<file path="src/hw/rtl/sdspi_pkg.sv">
// shared types and constants of the sd card spi host engine
package sdspi_pkg;

  localparam int unsigned BlockBytes = 512;
  localparam int unsigned IdlePreambleBytes = 10;

  typedef enum logic [1:0] {
    CMD_INIT  = 2'd0,
    CMD_READ  = 2'd1,
    CMD_WRITE = 2'd2,
    CMD_BYTE  = 2'd3
  } req_t;

  typedef enum logic [1:0] {
    ST_OK       = 2'd0,
    ST_NO_IDLE  = 2'd1,
    ST_RD_FAIL  = 2'd2,
    ST_WR_FAIL  = 2'd3
  } status_t;

  typedef enum logic [1:0] {
    CFG_RESP_ATTEMPTS = 2'd0,
    CFG_BUSY_LIMIT    = 2'd1,
    CFG_SDV2_RETRIES  = 2'd2,
    CFG_LEGACY_RETRIES= 2'd3
  } cfg_idx_t;

  typedef enum logic [4:0] {
    P_IDLE, P_PRE, P_DESEL, P_SEL, P_FRAME, P_POLL, P_REL8, P_OCR8, P_OCR58,
    P_RD_REL, P_RD_TOKEN, P_RD_DATA, P_RD_CRC,
    P_WR_REL, P_WR_TOKEN, P_WR_DATA, P_WR_CRC, P_WR_RESP, P_WR_BUSY
  } phase_t;

  typedef enum logic [3:0] {
    K_NONE, K_CMD0, K_CMD8, K_HCS, K_CMD58, K_PROBE, K_LEGACY, K_CMD16,
    K_CMD17, K_CMD24
  } resume_t;

  localparam logic [7:0] OP_GO_IDLE  = 8'h40;
  localparam logic [7:0] OP_MMC_INIT = 8'h41;
  localparam logic [7:0] OP_IF_COND  = 8'h48;
  localparam logic [7:0] OP_BLOCKLEN = 8'h50;
  localparam logic [7:0] OP_READ1    = 8'h51;
  localparam logic [7:0] OP_WRITE1   = 8'h58;
  localparam logic [7:0] OP_APP      = 8'h77;
  localparam logic [7:0] OP_READ_OCR = 8'h7A;
  localparam logic [7:0] OP_APP_INIT = 8'hE9;

  localparam logic [2:0] TYPE_UNKNOWN = 3'd0;
  localparam logic [2:0] TYPE_MMC     = 3'd1;
  localparam logic [2:0] TYPE_SDV1    = 3'd2;
  localparam logic [2:0] TYPE_SDV2    = 3'd3;
  localparam logic [2:0] TYPE_SDV2_BA = 3'd4;

  // sequencer state carried from one exchange to the next
  typedef struct packed {
    phase_t      phase;
    resume_t     resume;
    logic [15:0] byte_cnt;
    logic [7:0]  attempt_cnt;
    logic [14:0] retry_cnt;
    logic [7:0]  cmd_idx;
    logic [31:0] arg;
    logic [31:0] ocr;
    logic [2:0]  ctype;
  } seq_t;

  // one result item
  typedef struct packed {
    logic       send_valid;
    logic [7:0] send_byte;
    logic       select_card;
    logic       read_valid;
    logic [7:0] read_byte;
    logic       took_write_data;
    logic       done_res;
    logic [1:0] status;
    logic [2:0] card_type;
  } res_t;

  // configuration registers
  typedef struct packed {
    logic [7:0]  resp_attempts;
    logic [15:0] busy_limit;
    logic [14:0] sdv2_retries;
    logic [14:0] legacy_retries;
  } cfg_t;

endpackage

</file>
<file path="src/hw/rtl/sdspi_step.sv">
// next-state and result logic for one spi byte exchange
module sdspi_step import sdspi_pkg::*; (
  input  seq_t       cur,
  input  cfg_t       cfg,
  input  logic [1:0] command,
  input  logic [31:0] block_address,
  input  logic [7:0] card_byte,
  input  logic [7:0] write_data,
  output seq_t       nxt,
  output res_t       res
);

  logic        app;
  logic [7:0]  wire_idx;
  logic [31:0] farg;
  logic [7:0]  fbyte;
  logic [15:0] fk;
  logic [31:0] ocr_sh;
  logic [15:0] bc_inc;
  logic [14:0] rc_dec;
  logic [7:0]  r;

  // frame byte for the next frame position
  always_comb begin
    app      = cur.cmd_idx[7];
    wire_idx = app ? OP_APP : cur.cmd_idx;
    farg     = app ? 32'd0 : cur.arg;
    fk       = cur.byte_cnt + 16'd1;
    case (fk)
      16'd1:   fbyte = farg[31:24];
      16'd2:   fbyte = farg[23:16];
      16'd3:   fbyte = farg[15:8];
      16'd4:   fbyte = farg[7:0];
      default: fbyte = (wire_idx == OP_GO_IDLE) ? 8'h95 :
                       (wire_idx == OP_IF_COND) ? 8'h87 : 8'h01;
    endcase
  end

  assign ocr_sh = {cur.ocr[23:0], card_byte};
  assign bc_inc = cur.byte_cnt + 16'd1;
  assign rc_dec = cur.retry_cnt - 15'd1;
  assign r      = card_byte;

  always_comb begin
    nxt = cur;
    res = '0;
    if (command == CMD_INIT) begin
      nxt.ctype = TYPE_UNKNOWN; nxt.byte_cnt = 16'd1; nxt.phase = P_PRE;
      res.send_valid = 1'b1; res.send_byte = 8'hFF;
    end else if (command == CMD_READ || command == CMD_WRITE) begin
      nxt.cmd_idx = (command == CMD_READ) ? OP_READ1 : OP_WRITE1;
      nxt.arg     = block_address;
      nxt.resume  = (command == CMD_READ) ? K_CMD17 : K_CMD24;
      nxt.phase   = P_DESEL;
      res.send_valid = 1'b1; res.send_byte = 8'hFF;
    end else begin
      case (cur.phase)
        P_PRE: begin
          res.send_valid = 1'b1; res.send_byte = 8'hFF;
          if (cur.byte_cnt < 16'(IdlePreambleBytes)) nxt.byte_cnt = bc_inc;
          else begin
            nxt.cmd_idx = OP_GO_IDLE; nxt.arg = '0; nxt.resume = K_CMD0;
            nxt.phase = P_DESEL;
          end
        end
        P_DESEL: begin
          nxt.phase = P_SEL; res.send_valid = 1'b1; res.send_byte = 8'hFF;
          res.select_card = 1'b1;
        end
        P_SEL: begin
          nxt.phase = P_FRAME; nxt.byte_cnt = '0;
          res.send_valid = 1'b1; res.send_byte = wire_idx; res.select_card = 1'b1;
        end
        P_FRAME: begin
          res.send_valid = 1'b1; res.select_card = 1'b1;
          if (cur.byte_cnt < 16'd5) begin
            nxt.byte_cnt = bc_inc; res.send_byte = fbyte;
          end else begin
            nxt.phase = P_POLL; nxt.attempt_cnt = cfg.resp_attempts;
            res.send_byte = 8'hFF;
          end
        end
        P_POLL: begin
          if (r[7] && cur.attempt_cnt > 8'd1) begin
            nxt.attempt_cnt = cur.attempt_cnt - 8'd1;
            res.send_valid = 1'b1; res.send_byte = 8'hFF; res.select_card = 1'b1;
          end else if (app && r <= 8'd1) begin
            // cmd55 accepted, now the real acmd
            nxt.cmd_idx = {1'b0, cur.cmd_idx[6:0]}; nxt.phase = P_DESEL;
            res.send_valid = 1'b1; res.send_byte = 8'hFF;
          end else begin
            // command finished, dispatch on continuation
            case (cur.resume)
              K_CMD0: begin
                if (r == 8'd1) begin
                  nxt.phase = P_REL8; res.send_valid = 1'b1; res.send_byte = 8'hFF;
                  res.select_card = 1'b1;
                end else begin
                  nxt.phase = P_IDLE; res.done_res = 1'b1; res.status = ST_NO_IDLE;
                end
              end
              K_CMD8: begin
                res.send_valid = 1'b1; res.send_byte = 8'hFF;
                if (r == 8'd1) begin
                  nxt.ocr = '0; nxt.byte_cnt = '0; nxt.phase = P_OCR8;
                  res.select_card = 1'b1;
                end else begin
                  nxt.cmd_idx = OP_APP_INIT; nxt.arg = '0; nxt.resume = K_PROBE;
                  nxt.phase = P_DESEL;
                end
              end
              K_HCS: begin
                if (r == 8'd0) begin
                  nxt.cmd_idx = OP_READ_OCR; nxt.arg = '0; nxt.resume = K_CMD58;
                  nxt.phase = P_DESEL; res.send_valid = 1'b1; res.send_byte = 8'hFF;
                end else begin
                  nxt.retry_cnt = rc_dec;
                  if (rc_dec == '0) begin
                    nxt.phase = P_IDLE; res.done_res = 1'b1;
                  end else begin
                    nxt.cmd_idx = OP_APP_INIT; nxt.arg = 32'h4000_0000;
                    nxt.phase = P_DESEL; res.send_valid = 1'b1; res.send_byte = 8'hFF;
                  end
                end
              end
              K_CMD58: begin
                if (r == 8'd0) begin
                  nxt.ocr = '0; nxt.byte_cnt = '0; nxt.phase = P_OCR58;
                  res.send_valid = 1'b1; res.send_byte = 8'hFF; res.select_card = 1'b1;
                end else begin
                  nxt.phase = P_IDLE; res.done_res = 1'b1;
                end
              end
              K_PROBE, K_LEGACY: begin
                if (cur.resume == K_LEGACY && r == 8'd0) begin
                  nxt.cmd_idx = OP_BLOCKLEN; nxt.arg = 32'(BlockBytes);
                  nxt.resume = K_CMD16; nxt.phase = P_DESEL;
                  res.send_valid = 1'b1; res.send_byte = 8'hFF;
                end else begin
                  if (cur.resume == K_PROBE) begin
                    nxt.ctype = (r <= 8'd1) ? TYPE_SDV1 : TYPE_MMC;
                    nxt.retry_cnt = cfg.legacy_retries;
                  end else begin
                    nxt.retry_cnt = rc_dec;
                  end
                  if (nxt.retry_cnt == '0) begin
                    nxt.ctype = TYPE_UNKNOWN; nxt.phase = P_IDLE; res.done_res = 1'b1;
                  end else begin
                    nxt.cmd_idx = (nxt.ctype == TYPE_SDV1) ? OP_APP_INIT : OP_MMC_INIT;
                    nxt.arg = '0; nxt.resume = K_LEGACY; nxt.phase = P_DESEL;
                    res.send_valid = 1'b1; res.send_byte = 8'hFF;
                  end
                end
              end
              K_CMD16: begin
                if (r != 8'd0) nxt.ctype = TYPE_UNKNOWN;
                nxt.phase = P_IDLE; res.done_res = 1'b1;
              end
              K_CMD17: begin
                if (r == 8'd0) begin
                  nxt.phase = P_RD_REL; res.send_valid = 1'b1; res.send_byte = 8'hFF;
                  res.select_card = 1'b1;
                end else begin
                  nxt.phase = P_IDLE; res.done_res = 1'b1; res.status = ST_RD_FAIL;
                end
              end
              K_CMD24: begin
                if (r == 8'd0) begin
                  nxt.phase = P_WR_REL; res.send_valid = 1'b1; res.send_byte = 8'hFF;
                  res.select_card = 1'b1;
                end else begin
                  nxt.phase = P_IDLE; res.done_res = 1'b1; res.status = ST_WR_FAIL;
                end
              end
              default: begin
                nxt.phase = P_IDLE; res.done_res = 1'b1;
              end
            endcase
          end
        end
        P_REL8: begin
          nxt.cmd_idx = OP_IF_COND; nxt.arg = 32'h0000_01AA; nxt.resume = K_CMD8;
          nxt.phase = P_DESEL; res.send_valid = 1'b1; res.send_byte = 8'hFF;
        end
        P_OCR8, P_OCR58: begin
          nxt.ocr = ocr_sh; nxt.byte_cnt = bc_inc;
          if (bc_inc < 16'd4) begin
            res.send_valid = 1'b1; res.send_byte = 8'hFF; res.select_card = 1'b1;
          end else if (cur.phase == P_OCR58) begin
            nxt.ctype = ocr_sh[30] ? TYPE_SDV2_BA : TYPE_SDV2;
            nxt.phase = P_IDLE; res.done_res = 1'b1;
          end else if (ocr_sh[15:0] == 16'h01AA && cfg.sdv2_retries != '0) begin
            nxt.retry_cnt = cfg.sdv2_retries;
            nxt.cmd_idx = OP_APP_INIT; nxt.arg = 32'h4000_0000; nxt.resume = K_HCS;
            nxt.phase = P_DESEL; res.send_valid = 1'b1; res.send_byte = 8'hFF;
          end else begin
            if (ocr_sh[15:0] == 16'h01AA) nxt.retry_cnt = cfg.sdv2_retries;
            nxt.phase = P_IDLE; res.done_res = 1'b1;
          end
        end
        P_RD_REL: begin
          nxt.byte_cnt = cfg.busy_limit; nxt.phase = P_RD_TOKEN;
          res.send_valid = 1'b1; res.send_byte = 8'hFF; res.select_card = 1'b1;
        end
        P_RD_TOKEN: begin
          if (r == 8'hFE) begin
            nxt.byte_cnt = '0; nxt.phase = P_RD_DATA;
            res.send_valid = 1'b1; res.send_byte = 8'hFF; res.select_card = 1'b1;
          end else if (cur.byte_cnt <= 16'd1) begin
            nxt.phase = P_IDLE; res.done_res = 1'b1; res.status = ST_RD_FAIL;
          end else begin
            nxt.byte_cnt = cur.byte_cnt - 16'd1;
            res.send_valid = 1'b1; res.send_byte = 8'hFF; res.select_card = 1'b1;
          end
        end
        P_RD_DATA: begin
          res.read_valid = 1'b1; res.read_byte = r;
          nxt.byte_cnt = bc_inc;
          if (bc_inc >= 16'(BlockBytes)) begin
            nxt.byte_cnt = 16'd1; nxt.phase = P_RD_CRC;
          end
          res.send_valid = 1'b1; res.send_byte = 8'hFF; res.select_card = 1'b1;
        end
        P_RD_CRC: begin
          if (cur.byte_cnt < 16'd2) begin
            nxt.byte_cnt = bc_inc;
            res.send_valid = 1'b1; res.send_byte = 8'hFF; res.select_card = 1'b1;
          end else begin
            nxt.phase = P_IDLE; res.done_res = 1'b1;
          end
        end
        P_WR_REL: begin
          nxt.phase = P_WR_TOKEN;
          res.send_valid = 1'b1; res.send_byte = 8'hFE; res.select_card = 1'b1;
        end
        P_WR_TOKEN: begin
          res.took_write_data = 1'b1; nxt.byte_cnt = 16'd1; nxt.phase = P_WR_DATA;
          res.send_valid = 1'b1; res.send_byte = write_data; res.select_card = 1'b1;
        end
        P_WR_DATA: begin
          res.send_valid = 1'b1; res.select_card = 1'b1;
          if (cur.byte_cnt < 16'(BlockBytes)) begin
            res.took_write_data = 1'b1; res.send_byte = write_data;
            nxt.byte_cnt = bc_inc;
          end else begin
            nxt.byte_cnt = 16'd1; nxt.phase = P_WR_CRC; res.send_byte = 8'hFF;
          end
        end
        P_WR_CRC: begin
          if (cur.byte_cnt < 16'd2) nxt.byte_cnt = bc_inc;
          else nxt.phase = P_WR_RESP;
          res.send_valid = 1'b1; res.send_byte = 8'hFF; res.select_card = 1'b1;
        end
        P_WR_RESP: begin
          if (r[4:0] != 5'h05) begin
            nxt.phase = P_IDLE; res.done_res = 1'b1; res.status = ST_WR_FAIL;
          end else begin
            nxt.byte_cnt = cfg.busy_limit; nxt.phase = P_WR_BUSY;
            res.send_valid = 1'b1; res.send_byte = 8'hFF; res.select_card = 1'b1;
          end
        end
        P_WR_BUSY: begin
          if (r == 8'hFF) begin
            nxt.phase = P_IDLE; res.done_res = 1'b1;
          end else if (cur.byte_cnt <= 16'd1) begin
            nxt.phase = P_IDLE; res.done_res = 1'b1; res.status = ST_WR_FAIL;
          end else begin
            nxt.byte_cnt = cur.byte_cnt - 16'd1;
            res.send_valid = 1'b1; res.send_byte = 8'hFF; res.select_card = 1'b1;
          end
        end
        default: nxt.phase = P_IDLE;
      endcase
    end
    res.card_type = nxt.ctype;
  end

endmodule

</file>
<file path="src/hw/rtl/sd_card_spi_host_engine.sv">
// top level of the sd card spi host engine
// Takes one transaction per spi byte exchange: a start request or the byte
// the card returned, and gives one result transaction per input in the
// following cycle, through a single output register; a new input is taken
// every cycle while the output register is empty or being drained. The
// step logic is a single combinational pass over the sequencer state.
module sd_card_spi_host_engine import sdspi_pkg::*; (
  input  logic        clk,
  input  logic        rst_n,
  input  logic        in_valid,
  output logic        in_ready,
  input  logic [1:0]  in_command,
  input  logic [31:0] in_block_address,
  input  logic [7:0]  in_card_byte,
  input  logic [7:0]  in_write_data,
  output logic        out_valid,
  input  logic        out_ready,
  output logic        out_send_valid,
  output logic [7:0]  out_send_byte,
  output logic        out_select_card,
  output logic        out_read_valid,
  output logic [7:0]  out_read_byte,
  output logic        out_took_write_data,
  output logic        out_done_res,
  output logic [1:0]  out_status,
  output logic [2:0]  out_card_type,
  input  logic        cfg_valid,
  output logic        cfg_ready,
  input  logic [1:0]  cfg_index,
  input  logic [15:0] cfg_data
);

  seq_t seq_r, seq_nxt;
  cfg_t cfg_r;
  res_t res_r, res_nxt;
  logic out_valid_r;
  logic acc;

  assign in_ready  = !out_valid_r || out_ready;
  assign acc       = in_valid && in_ready;
  assign cfg_ready = 1'b1;

  sdspi_step u_step (
    .cur(seq_r), .cfg(cfg_r), .command(in_command),
    .block_address(in_block_address), .card_byte(in_card_byte),
    .write_data(in_write_data), .nxt(seq_nxt), .res(res_nxt)
  );

  // sequencer state
  always_ff @(posedge clk) begin
    if (!rst_n) begin
      seq_r <= '{phase: P_IDLE, resume: K_NONE, default: '0};
    end else if (acc) begin
      seq_r <= seq_nxt;
    end
  end

  // configuration registers
  always_ff @(posedge clk) begin
    if (!rst_n) begin
      cfg_r <= '{resp_attempts: 8'd10, busy_limit: 16'hFFFF,
                 sdv2_retries: 15'd12000, legacy_retries: 15'd25000};
    end else if (cfg_valid) begin
      case (cfg_index)
        CFG_RESP_ATTEMPTS:  cfg_r.resp_attempts  <= cfg_data[7:0];
        CFG_BUSY_LIMIT:     cfg_r.busy_limit     <= cfg_data;
        CFG_SDV2_RETRIES:   cfg_r.sdv2_retries   <= cfg_data[14:0];
        default:            cfg_r.legacy_retries <= cfg_data[14:0];
      endcase
    end
  end

  // output register
  always_ff @(posedge clk) begin
    if (!rst_n) begin
      out_valid_r <= 1'b0;
    end else if (in_ready) begin
      out_valid_r <= in_valid;
    end
  end

  always_ff @(posedge clk) begin
    if (acc) res_r <= res_nxt;
  end

  assign out_valid           = out_valid_r;
  assign out_send_valid      = res_r.send_valid;
  assign out_send_byte       = res_r.send_byte;
  assign out_select_card     = res_r.select_card;
  assign out_read_valid      = res_r.read_valid;
  assign out_read_byte       = res_r.read_byte;
  assign out_took_write_data = res_r.took_write_data;
  assign out_done_res        = res_r.done_res;
  assign out_status          = res_r.status;
  assign out_card_type       = res_r.card_type;

endmodule

</file>
<file path="config.mk">
export PLATFORM = sky130hd
export DESIGN_NAME = sd_card_spi_host_engine
export DESIGN_NICKNAME = d
export VERILOG_FILES = /design/src/hw/rtl/sdspi_pkg.sv /design/src/hw/rtl/sdspi_step.sv /design/src/hw/rtl/sd_card_spi_host_engine.sv
export SDC_FILE = /design/constraint.sdc
export NUM_CORES = 1
export LEC_CHECK = 0
export BUFFER_PORTS_ARGS = -buffer_cell sky130_fd_sc_hd__buf_2
export CAP_MARGIN = 5
export CORE_ASPECT_RATIO = 1.25
export CORE_MARGIN = 4
export CORE_UTILIZATION = 60
export CTS_CLUSTER_DIAMETER = 50
export CTS_CLUSTER_SIZE = 12
export DETAILED_ROUTE_END_ITERATION = 16
export HOLD_SLACK_MARGIN = 0.06
export PLACE_DENSITY = 0.8
export RECOVER_POWER = 100
export SETUP_SLACK_MARGIN = 0.02
export SLEW_MARGIN = 40
export SYNTH_ARGS = -nofsm -noshare
export SYNTH_HDL_FRONTEND = slang
export SYNTH_SLANG_ARGS = --single-unit
</file>
<file path="constraint.sdc">
create_clock -name clk -period 3.7 [get_ports clk]
set_clock_uncertainty 0.05 [all_clocks]
set_input_delay 0.185 -clock clk [delete_from_list [all_inputs] [get_ports clk]]
set_output_delay 0.185 -clock clk [all_outputs]
set_load 0.02 [all_outputs]
</file>
Word-level counts from Yosys, hierarchy flattened
Index checks and enable logic that the tools add are counted.

storage, ports and cells
  word-level logic and storage cells = 342
  flip-flop bits (word level) = 195
  bits of input ports = 73

operators by class
  equal/unequal tests = 93
  multiplexer cells = 168
  reduce and logical (&&, ||, !) cells = 40
  bitwise logic cells = 4
  $lt $le $gt $ge = 9
  $add $sub $neg = 4

operators by type and width
  operator                                        count
  two-way mux 40 bit                              10
  one-hot mux 16 bit (13 select lines)            1
  two-way mux 15 bit                              13
  two-way mux 16 bit                              12
  one-hot mux 40 bit (4 select lines)             1
  one-hot mux 40 bit (3 select lines)             1
  two-way mux 55 bit                              2
  two-way mux 9 bit                               12
  one-hot mux 9 bit (12 select lines)             1
  two-way mux 32 bit                              3
  two-way mux 90 bit                              1
  one-hot mux 5 bit (17 select lines)             1
  two-way mux 3 bit                               27
  two-way mux 10 bit                              8
  two-way mux 67 bit                              1
  two-way mux 8 bit                               8
  one-hot mux 32 bit (2 select lines)             1
  two-way mux 5 bit                               12
  one-hot mux 15 bit (2 select lines)             2
  one-hot mux 26 bit (2 select lines)             1
  one-hot mux 9 bit (5 select lines)              1
  == test 5 x 4 -> 1 bit (second input constant)  8
  != test 4 x 2 -> 1 bit (second input constant)  10
  two-way mux 39 bit                              1
  other kinds (84)                                180

Logic depth before layout (Yosys ltp)
Gate-level depths: netlist of run 1.

  depth in word-level cells = 22
  gate-level depth with buffers = 12
  mapped depth without buffers = 10

Modules after synthesis
Synthesis of run 1 repeated with hierarchy kept, for this count alone.

unflattened totals
  cells, all modules = 2089
  area total of the unflattened synthesis = 14999.4 um2

modules (own cells, without submodules)
  module                   cells an instance  times used  sequential area each (um2)  area an instance (um2)
  sd_card_spi_host_engine  797                1           4344.2                      7608.5
  sdspi_step               1292               1           0.0                         7390.8

Least setup slack after synthesis of run 1
No wires, ideal clock.

  path type = flip-flop to flip-flop
  from = register seq_r[99] (netlist name)
  to = register seq_r[68] (netlist name)
  library setup time = 72 ps
  cell stages (with the launch flop) = 13
  setup slack = 518 ps
  buffers on the path = 3
  arrival = 3060 ps
  period minus slack after synthesis = 3182 ps
  cell sequence = dfxtp_1 > ha_1 > clkbuf_1 > nand4_1 > nor4_2 > mux2i_1 > o2111ai_1 > o31a_1 > a21boi_2 > or2_4 > buf_6 > buf_6 > mux2i_1

on the way
  longest elaborated chain between the ends = 4
  elaborated cells between the ends (all ways) = 6
  those cells by class = add/sub (1); order compare (2); eq/ne (2); reduce/logical (1)

ends and longest elaborated chain
  element                                    RTL line                       source
  start, declared                            sd_card_spi_host_engine.sv:33  seq_t seq_r, seq_nxt;
  start signal, assigned                     sd_card_spi_host_engine.sv:54  seq_r <= seq_nxt;
  adder 16 x 1 -> 16 bit                     sdspi_step.sv:40               assign bc_inc = cur.byte_cnt + 16'd1;
  less-than comparator 16 x 3 -> 1 bit       sdspi_step.sv:187              if (bc_inc < 16'd4) begin
  != test 3 x 2 -> 1 bit (no source line)    -
  AND reduction 13 bit (no source line) (*)  -

Mark *: on every way between the ends. The rest lies on a longest branch, timed or not.
A chain may end at the register's enable or synchronous reset.

Worst setup path in the final report of run 1
  from = register seq_r[101] (netlist name)
  to = register res_r (netlist bit out_send_byte[6]), data pin

on the way
  longest elaborated chain between the ends = 5
  elaborated cells between the ends (all ways) = 19
  those cells by class = add/sub (1); order compare (5); eq/ne (4); mux (9)

ends and longest elaborated chain
  element                                                                         RTL line                       source
  parallel branches: the longest is 4 deep, another holds adder 16 x 1 -> 16 bit  -
  one-hot mux 9 bit (12 select lines) (*)                                         sdspi_step.sv:57               case (cur.phase)
  end signal, assigned                                                            sd_card_spi_host_engine.sv:83  if (acc) res_r <= res_nxt;
  end, declared                                                                   sd_card_spi_host_engine.sv:35  res_t res_r, res_nxt;

Mark *: on every way between the ends.

==> results list, run 1 <==
- The flow ran to the end, and the final reports show no timing, DRC or antenna violations.
- Highest achievable clock rate: 283 MHz
- Maximum Capacitance Violations: 0
- CTS buffer count: 17
- The initial antenna violation count was 0.
- Largest cells by area after synthesis: sky130_fd_sc_hd__dfxtp_1 (27%), sky130_fd_sc_hd__nand2_1 (7.4%), sky130_fd_sc_hd__edfxtp_1 (6.9%)
* Yosys top cell area share: 0.274
* I/O pin cnt: 102
- Core area: 0.0183 sq mm
* Average footprint of a synthesized cell: 7.66 sq um
- CTS Sinks: 181
- The final number of max-transition violations was 0.
- Once placement completed, the tool counted placed cells totaling 1,749.
- The worst-case IR drop observed on VDD is 0.000329 V.
- Summed over all layers, the routed wires come to 38,900 um.
* Power Density: 361 mW/mm^2
* Number of global-route vias before repair: 11,400
* Largest net degree at the start of global routing: 72
- Most frequent cells after synthesis: sky130_fd_sc_hd__nand2_1 (223), sky130_fd_sc_hd__dfxtp_1 (155), sky130_fd_sc_hd__nor2_1 (129)
- In this run the core area contains 55 standard-cell rows.
- Die Y: 162 um
* End of the worst register-to-register path: out_send_byte[6]
- First-pass GRT wire length: 60,600 um
- Synthesis handed over a netlist of 1,478 instances.
- In this run the cell area of the synthesized design comes to 0.0113 sq mm.
- Data on the critical path arrives at its endpoint at 3660 ps.
* Detail-routed via count per cell: 6.77
- Net count, final: 1,681
- Dividing the detail-routed wire length by the instance count gives 21.2 um.
- Syn. warnings: 0
- Before antenna repair, the detailed router went through 7 iterations.
- In this run the critical register-to-register path is launched from seq_r[101].
* Number of routed nets with antenna violations: 0
* Crit path launch type: flop
- The worst hold path passes through 5 cells.
- Summing all multi-input logic gate instances after layout gives 0.00683 sq mm.
* Final-report hold violation count: 0
- Post-synthesis cell type count: 96
- Leakage power: 5.10 nW
* Total vias in the final route: 12,400
- Critical path capture point type: flop
- Worst Hold Class: in2reg
- Clock tree from TritonCTS: done
- The clock passes through at most 2 buffers.
- Setup repair after global routing left no endpoint under its margin.
* Layout-stage area growth over the synthesis result: 17.1%
- Root cell of the clock tree: sky130_fd_sc_hd__clkbuf_16
- The synthesized design contains 26 enable-type register cells.
- Die area: 0.0212 sq mm
- Most frequently used flop master after synthesis: sky130_fd_sc_hd__dfxtp_1
* Required time worst endpoint: 3830 ps
- At the end of routability-driven placement, the weighted congestion stood at 1.03.
- Register-to-Register Setup Slack: 170 ps
* End point of the worst hold path: out_send_byte[4]
* Worst setup slack after placement: 326 ps
* Met3 track demand over resource: 0.0526
* PortBufs: 100
* Startpoint-to-endpoint class of the critical path: reg2reg
- At the later pin of the worst-skew pair, clock insertion delay measures 460 ps.
- Clock-pin slew was measured on the worst setup and hold paths at 80 ps.
- Summed over all failing endpoints, the final setup total negative slack is 0 ps.
- Number of synthesized register bits: 181
* Final-report setup violation count: 0
* DRC Markers: 0
* Proportion of synthesized chip area in sequential cells: 0.343
- GR Overflow Total: 0
- Biggest fanout along the worst timing path: 11
- For this run, global-route usage on met1 was measured as 0.471.
- Measured in cells, the most critical reg-to-reg path has a length of 9.
* Net count of the mapped netlist: 1,564
* Post-layout worst setup margin: 169 ps
* Fraction of layout instances using a drive strength above 1: 0.132
- Detailed placement HPWL: 26,900 um
- In the global route stage, overall resource usage came out at 0.360.
- Count of antenna diodes in the layout: 0
* Worst max-slew margin expressed relative to the limit: 0.270
- Number of DRC markers in iteration 0: 1,545
* # H-tree levels: 4
* Transition time of the tightest slew-check pin: 1090 ps
- Final cell count without fillers: 1,836
- The die is 131 um wide.
- After global routing, the most crowded layer is met2.
- The layout has 1,509 filler cells.
- Most frequent cell after synthesis: sky130_fd_sc_hd__nand2_1
* Clock period minus worst slack: 3530 ps
- Of the available clock period, the critical path in the final layout requires 0.954.
- In this run the most critical hold path is launched from in_write_data[4].
- sky130_fd_sc_hd__dfxtp_1 takes more of the synthesized area than any other cell.
* Synth async-reset ratio: 0
* Starting utilization of the core area: 0.619
* Sequential cell area in the final layout: 0.00388 sq mm
- In the global route stage, met2 resource usage came out at 0.570.
worst max-delay path: stages (launching register included):
cell and delay [ps]:
sky130_fd_sc_hd__dfxtp_1 540, sky130_fd_sc_hd__nand3_1 220, sky130_fd_sc_hd__nor4_1 560, sky130_fd_sc_hd__mux2_2 430
sky130_fd_sc_hd__o2111ai_1 240, sky130_fd_sc_hd__buf_4 220, sky130_fd_sc_hd__o21ai_0 90, sky130_fd_sc_hd__a211o_1 340
sky130_fd_sc_hd__a211oi_2 420, sky130_fd_sc_hd__nand3_1 140
where the power goes:
| part | internal [mW] | switching, mW |
|---|---|---|
| combinational | 0.262 | 0.418 |
| clock | 0.952 | 1.03 |
| sequential | 2.07 | 0.0645 |
| total | 3.28 | 1.51 |
layout make-up:
cell class | count | share of cell area
Inverter | 37 | 0.0107
Sequential cell | 181 | 0.293
Multi-Input combinational cell | 1140 | 0.515
Clock inverter | 15 | 0.0154
Tap cell | 228 | 0.0215
Timing Repair Buffer | 218 | 0.112
Clock buffer | 17 | 0.0321
placed cells by master, fill, tap and decap left out, types with 11 or more instances in the layout:
cell / count
sky130_fd_sc_hd__a211oi_1: 31
sky130_fd_sc_hd__a21oi_1: 103
sky130_fd_sc_hd__a222oi_1: 18
sky130_fd_sc_hd__a22oi_1: 15
sky130_fd_sc_hd__a31oi_1: 21
sky130_fd_sc_hd__a32o_1: 18
sky130_fd_sc_hd__and3_1: 15
sky130_fd_sc_hd__buf_2: 66
sky130_fd_sc_hd__buf_4: 52
sky130_fd_sc_hd__clkbuf_1: 41
sky130_fd_sc_hd__clkbuf_16: 17
sky130_fd_sc_hd__dfxtp_1: 155
sky130_fd_sc_hd__dlygate4sd3_1: 55
sky130_fd_sc_hd__edfxtp_1: 26
sky130_fd_sc_hd__ha_1: 13
sky130_fd_sc_hd__inv_1: 36
sky130_fd_sc_hd__mux2i_1: 19
sky130_fd_sc_hd__nand2_1: 223
sky130_fd_sc_hd__nand2b_1: 21
sky130_fd_sc_hd__nand3_1: 90
sky130_fd_sc_hd__nand4_1: 24
sky130_fd_sc_hd__nor2_1: 128
sky130_fd_sc_hd__nor3_1: 42
sky130_fd_sc_hd__nor3b_1: 11
sky130_fd_sc_hd__nor4_1: 25
sky130_fd_sc_hd__o21ai_0: 75
sky130_fd_sc_hd__or2_2: 15
sky130_fd_sc_hd__xnor2_1: 19
sky130_fd_sc_hd__xor2_1: 16
cell families after synthesis:
family                   after synthesis  share of synthesized area
XOR/XNOR                              35                     0.0271
flip-flops                           181                      0.343
buffers and inverters                157                     0.0575
adder cells (fa/ha/maj)               13                     0.0144
multiplexers                          22                     0.0198
AO/OA/AOI/OAI                        405                      0.252
AND/OR/NAND/NOR                      664                      0.286
other                                  1                   0.000331
flip-flops by register name, indices dropped and copies added (netlist names):
signal	count
cfg_r	54
out_card_type	3
out_done_res	1
out_read_byte	8
out_read_valid	1
out_select_card	1
out_send_byte	8
out_send_valid	1
out_status	2
out_took_write_data	1
out_valid	1
seq_r	100
per-stage QoR:
step | utilization | hold WS (ps) | instance area (sq um) | total power, mW
5_1_grt | 0.724 | 80.1 | 13300 | 4.91
3_5_place_dp | 0.663 | 348 | 12100 | 2.79
4_1_cts | 0.728 | 71.0 | 13300 | 4.76
6_report | 0.724 | 71.2 | 13300 | 4.79
3_3_place_gp | 0.663 | 344 | 12100 | 2.78
2_1_floorplan | - | 259 | 11300 | 2.56
worst max path at each step:
| stage | start | depth (start not counted) | endpoint | slack [ps] |
|---|---|---|---|---|
| 3_5_place_dp | seq_r[101] | 9 | out_send_byte[6] | 330 |
| 5_1_grt | seq_r[101] | 9 | seq_r[120] | 20 |
| 4_1_cts | seq_r[101] | 9 | out_send_byte[6] | 290 |
| 2_1_floorplan | seq_r[99] | 12 | seq_r[68] | 520 |
| 3_3_place_gp | seq_r[99] | 9 | seq_r[106] | 240 |
| 6_report | seq_r[101] | 9 | out_send_byte[6] | 170 |
metal layers:
metal  vias up  share of wire
met5         -              0
met4         0          0.060
met3       167          0.088
met2       763           0.46
met1      5803           0.39
li1       5699              -
repair_timing:
action	4_1_cts	5_1_grt
resized for setup	0	1
hold endpoints to repair	93	0
endpoints found under the setup margin	0	1
hold buffers	55	0
setup buffers	0	0
Note: power is estimated with default switching activity, not from simulation.
==> run 2: changes to the inputs <==
CTS_CLUSTER_DIAMETER = not set   (was 50)
clock period = 4.3 ns   (was 3.7 ns; I/O delays follow)
==> results list, run 2 (synthesis gave the netlist of run 1 again) <==
- Number of antenna violations at the first check in global routing: 0
- Clock period minus worst slack: 3920 ps
- Core area: 0.0183 sq mm
- First-pass GRT wire length: 59,700 um
- Count of antenna diodes in the layout: 0
- In this run the power density over the cells is 315 mW/mm^2.
* Total vias in the final route: 12,200
- Area post-placement: 0.0119 sq mm
- CTS Sinks: 181
- Multi-input gate area in the final layout: 0.00681 sq mm
- Skew-Pair Late Insertion Delay: 450 ps
* Total routing usage reported by global routing: 0.356
* Final-report hold violation count: 0
* Worst max-slew margin expressed relative to the limit: -0.317
- For this run, design rule violations remaining after detail routing come to 0.
* Setup TNS: 0 ps
- GR Overflow Total: 0
- Cell internal power was estimated by the tool at 2.84 mW.
- In this run the number of H-tree levels came out at 4.
* Net switching component of the power: 1.24 mW
- Largest net degree at the start of global routing: 72
- VDD IR max: 0.000286 V
* Drt wl/cell: 21.3 um
* Detailed placement HPWL: 26,500 um
- Number of DRC markers in iteration 0: 1,578
* Result of the run: finished with violations
- In this run the deepest clock path goes through 2 buffers.
- PortBufs: 100
- Leakage power: 4.91 nW
* Number of routed nets with antenna violations: 0
* Design area: 0.0129 sq mm
- For this run, the post-layout net count is 1,645.
- In the final layout, the registers with the most flip-flops are seq_r: 100 flops, cfg_r: 54 flops.
- The die covers 0.0212 sq mm.
* Logic pwr share: 0.136
- The first detailed-routing pass took 8 iterations.
- Highest achievable clock rate: 255 MHz
- Unrepaired setup endpoints after global routing: no
- Number of flip-flops under the largest register name: 100
* Fraction of layout instances using a drive strength above 1: 0.116
- The die is 162 um tall.
- Of the total power, the share spent switching nets is 0.304.
- CTS buffer count: 17
- Of the total power, the clock network draws 0.413.
- Transition time of the tightest slew-check pin: 1980 ps
- Starting utilization of the core area: 0.619
- Layout-stage area growth over the synthesis result: 14.2%
- The worst setup path is captured at a flop.
- After floorplanning, the core was divided into 55 placement rows.
- Buffers added to address setup during post-CTS repair amount to 0.
- Final-report setup violation count: 0
* Die Span X: 131 um
- STA puts the critical path data arrival time at 4030 ps.
- Register with the most flip-flops: seq_r
- The critical path is of the reg2reg type.
- STA classifies the critical path startpoint as a flop.
- Along the worst path, the maximum fanout reaches 13.
- Post-CTS repair changed the size of 0 cells.
- Sequential cell area in the final layout: 0.00388 sq mm
- Final worst-path cycle share: 0.912
* CTS clock-pin slew for the worst setup and hold paths: 80 ps
* Number of global-route vias before repair: 11,100
- Commonest cells after routing, fill and taps aside: sky130_fd_sc_hd__nand2_1 (223), sky130_fd_sc_hd__dfxtp_1 (154), sky130_fd_sc_hd__nor2_1 (129), sky130_fd_sc_hd__a21oi_1 (102), sky130_fd_sc_hd__nand3_1 (90)
* Maximum Capacitance Violations: 1
* RD Place Congestion: 1.03
- In this run the count of I/O pins placed on the die edge is 102.
* Flop pwr share: 0.452
- After filler insertion, the fill cell instance count of the layout stands at 1,574.
- Violated checks: capacitance limit, slew limit
- Required time worst endpoint: 4410 ps
- Summed over all layers, the routed wires come to 38,300 um.
- Clock tree from TritonCTS: done
- Root cell of the clock tree: sky130_fd_sc_hd__clkbuf_16
- In this run the worst hold path is classified as in2reg.
- The final number of max-transition violations was 45.
- After detailed routing, the number of vias per cell comes to 6.77.
* Most frequent standard cell in the layout excluding fill and tap cells: sky130_fd_sc_hd__nand2_1
-- run 2: cell count changes in the layout (fill, tap and decap cells not counted), sizes merged --
cell,previous run,this run
bufinv,0,1
clkbuf,59,56
clkinv,3,7
buf,121,94
dlygate4sd3,55,49
inv,49,44
-- run 2: power groups by stage --
stage	Combinational [mW]	Clock (mW)	Sequential (mW)
after global placement	0.500	0	1.88
after global routing	0.600	1.76	1.85
after floorplan	0.340	0	1.86
after detailed placement	0.506	0	1.88
after CTS	0.544	1.68	1.84
final	0.553	1.68	1.84
-- run 2: final timing paths --
kind	end	start	slack, ps	cells past startpoint
setup reg to reg	out_send_byte[3]	seq_r[104]	380	8
hold / removal	out_send_byte[2]	in_write_data[2]	70	3
setup / recovery	out_send_byte[3]	seq_r[104]	380	8
hold reg to reg	seq_r[10]	seq_r[10]	400	2
-- run 2: timing repair --
action / CTS / global route
endpoints found under the setup margin: 0 / 0
hold buffers: 49 / 0
endpoints found under the hold margin: 74 / 0
-- run 2: through the flow --
step	util	hold slack (ps)	setup slack, ps	std cells	power (mW)
6_report	0.706	65.7	379	1800	4.07
3_3_place_gp	0.648	374	683	1719	2.37
5_1_grt	0.706	76.1	201	1800	4.21
4_1_cts	0.710	70.0	474	1800	4.06
3_5_place_dp	0.649	378	502	1719	2.38
2_1_floorplan	-	289	1120	1478	2.20
-- run 2: worst max-delay path: stages (launching register included) --
cell	delay, ps
sky130_fd_sc_hd__dfxtp_1	450
sky130_fd_sc_hd__nor4_1	740
sky130_fd_sc_hd__nand4_1	390
sky130_fd_sc_hd__nor3_1	640
sky130_fd_sc_hd__o211ai_1	280
sky130_fd_sc_hd__a31o_1	280
sky130_fd_sc_hd__a211o_1	260
sky130_fd_sc_hd__a211oi_2	370
sky130_fd_sc_hd__nand4_1	170
-- run 2: cell type report --
type | count | area share
clock buffer | 17 | 0.0329
sequential | 181 | 0.300
inverter | 37 | 0.0107
multi-input combinational | 1140 | 0.527
clock inverter | 15 | 0.0160
tap | 228 | 0.0221
timing repair buffer | 182 | 0.0909
-- run 2: per-layer routing --
metal  wire length (um)  GRT usage  vias to the layer above
li1                   -          -                     5609
met3               3170     0.0615                      170
met2              17800      0.558                      725
met1              15000      0.460                     5680
met4               2330      0.197                        0
met5                  0          0                        -
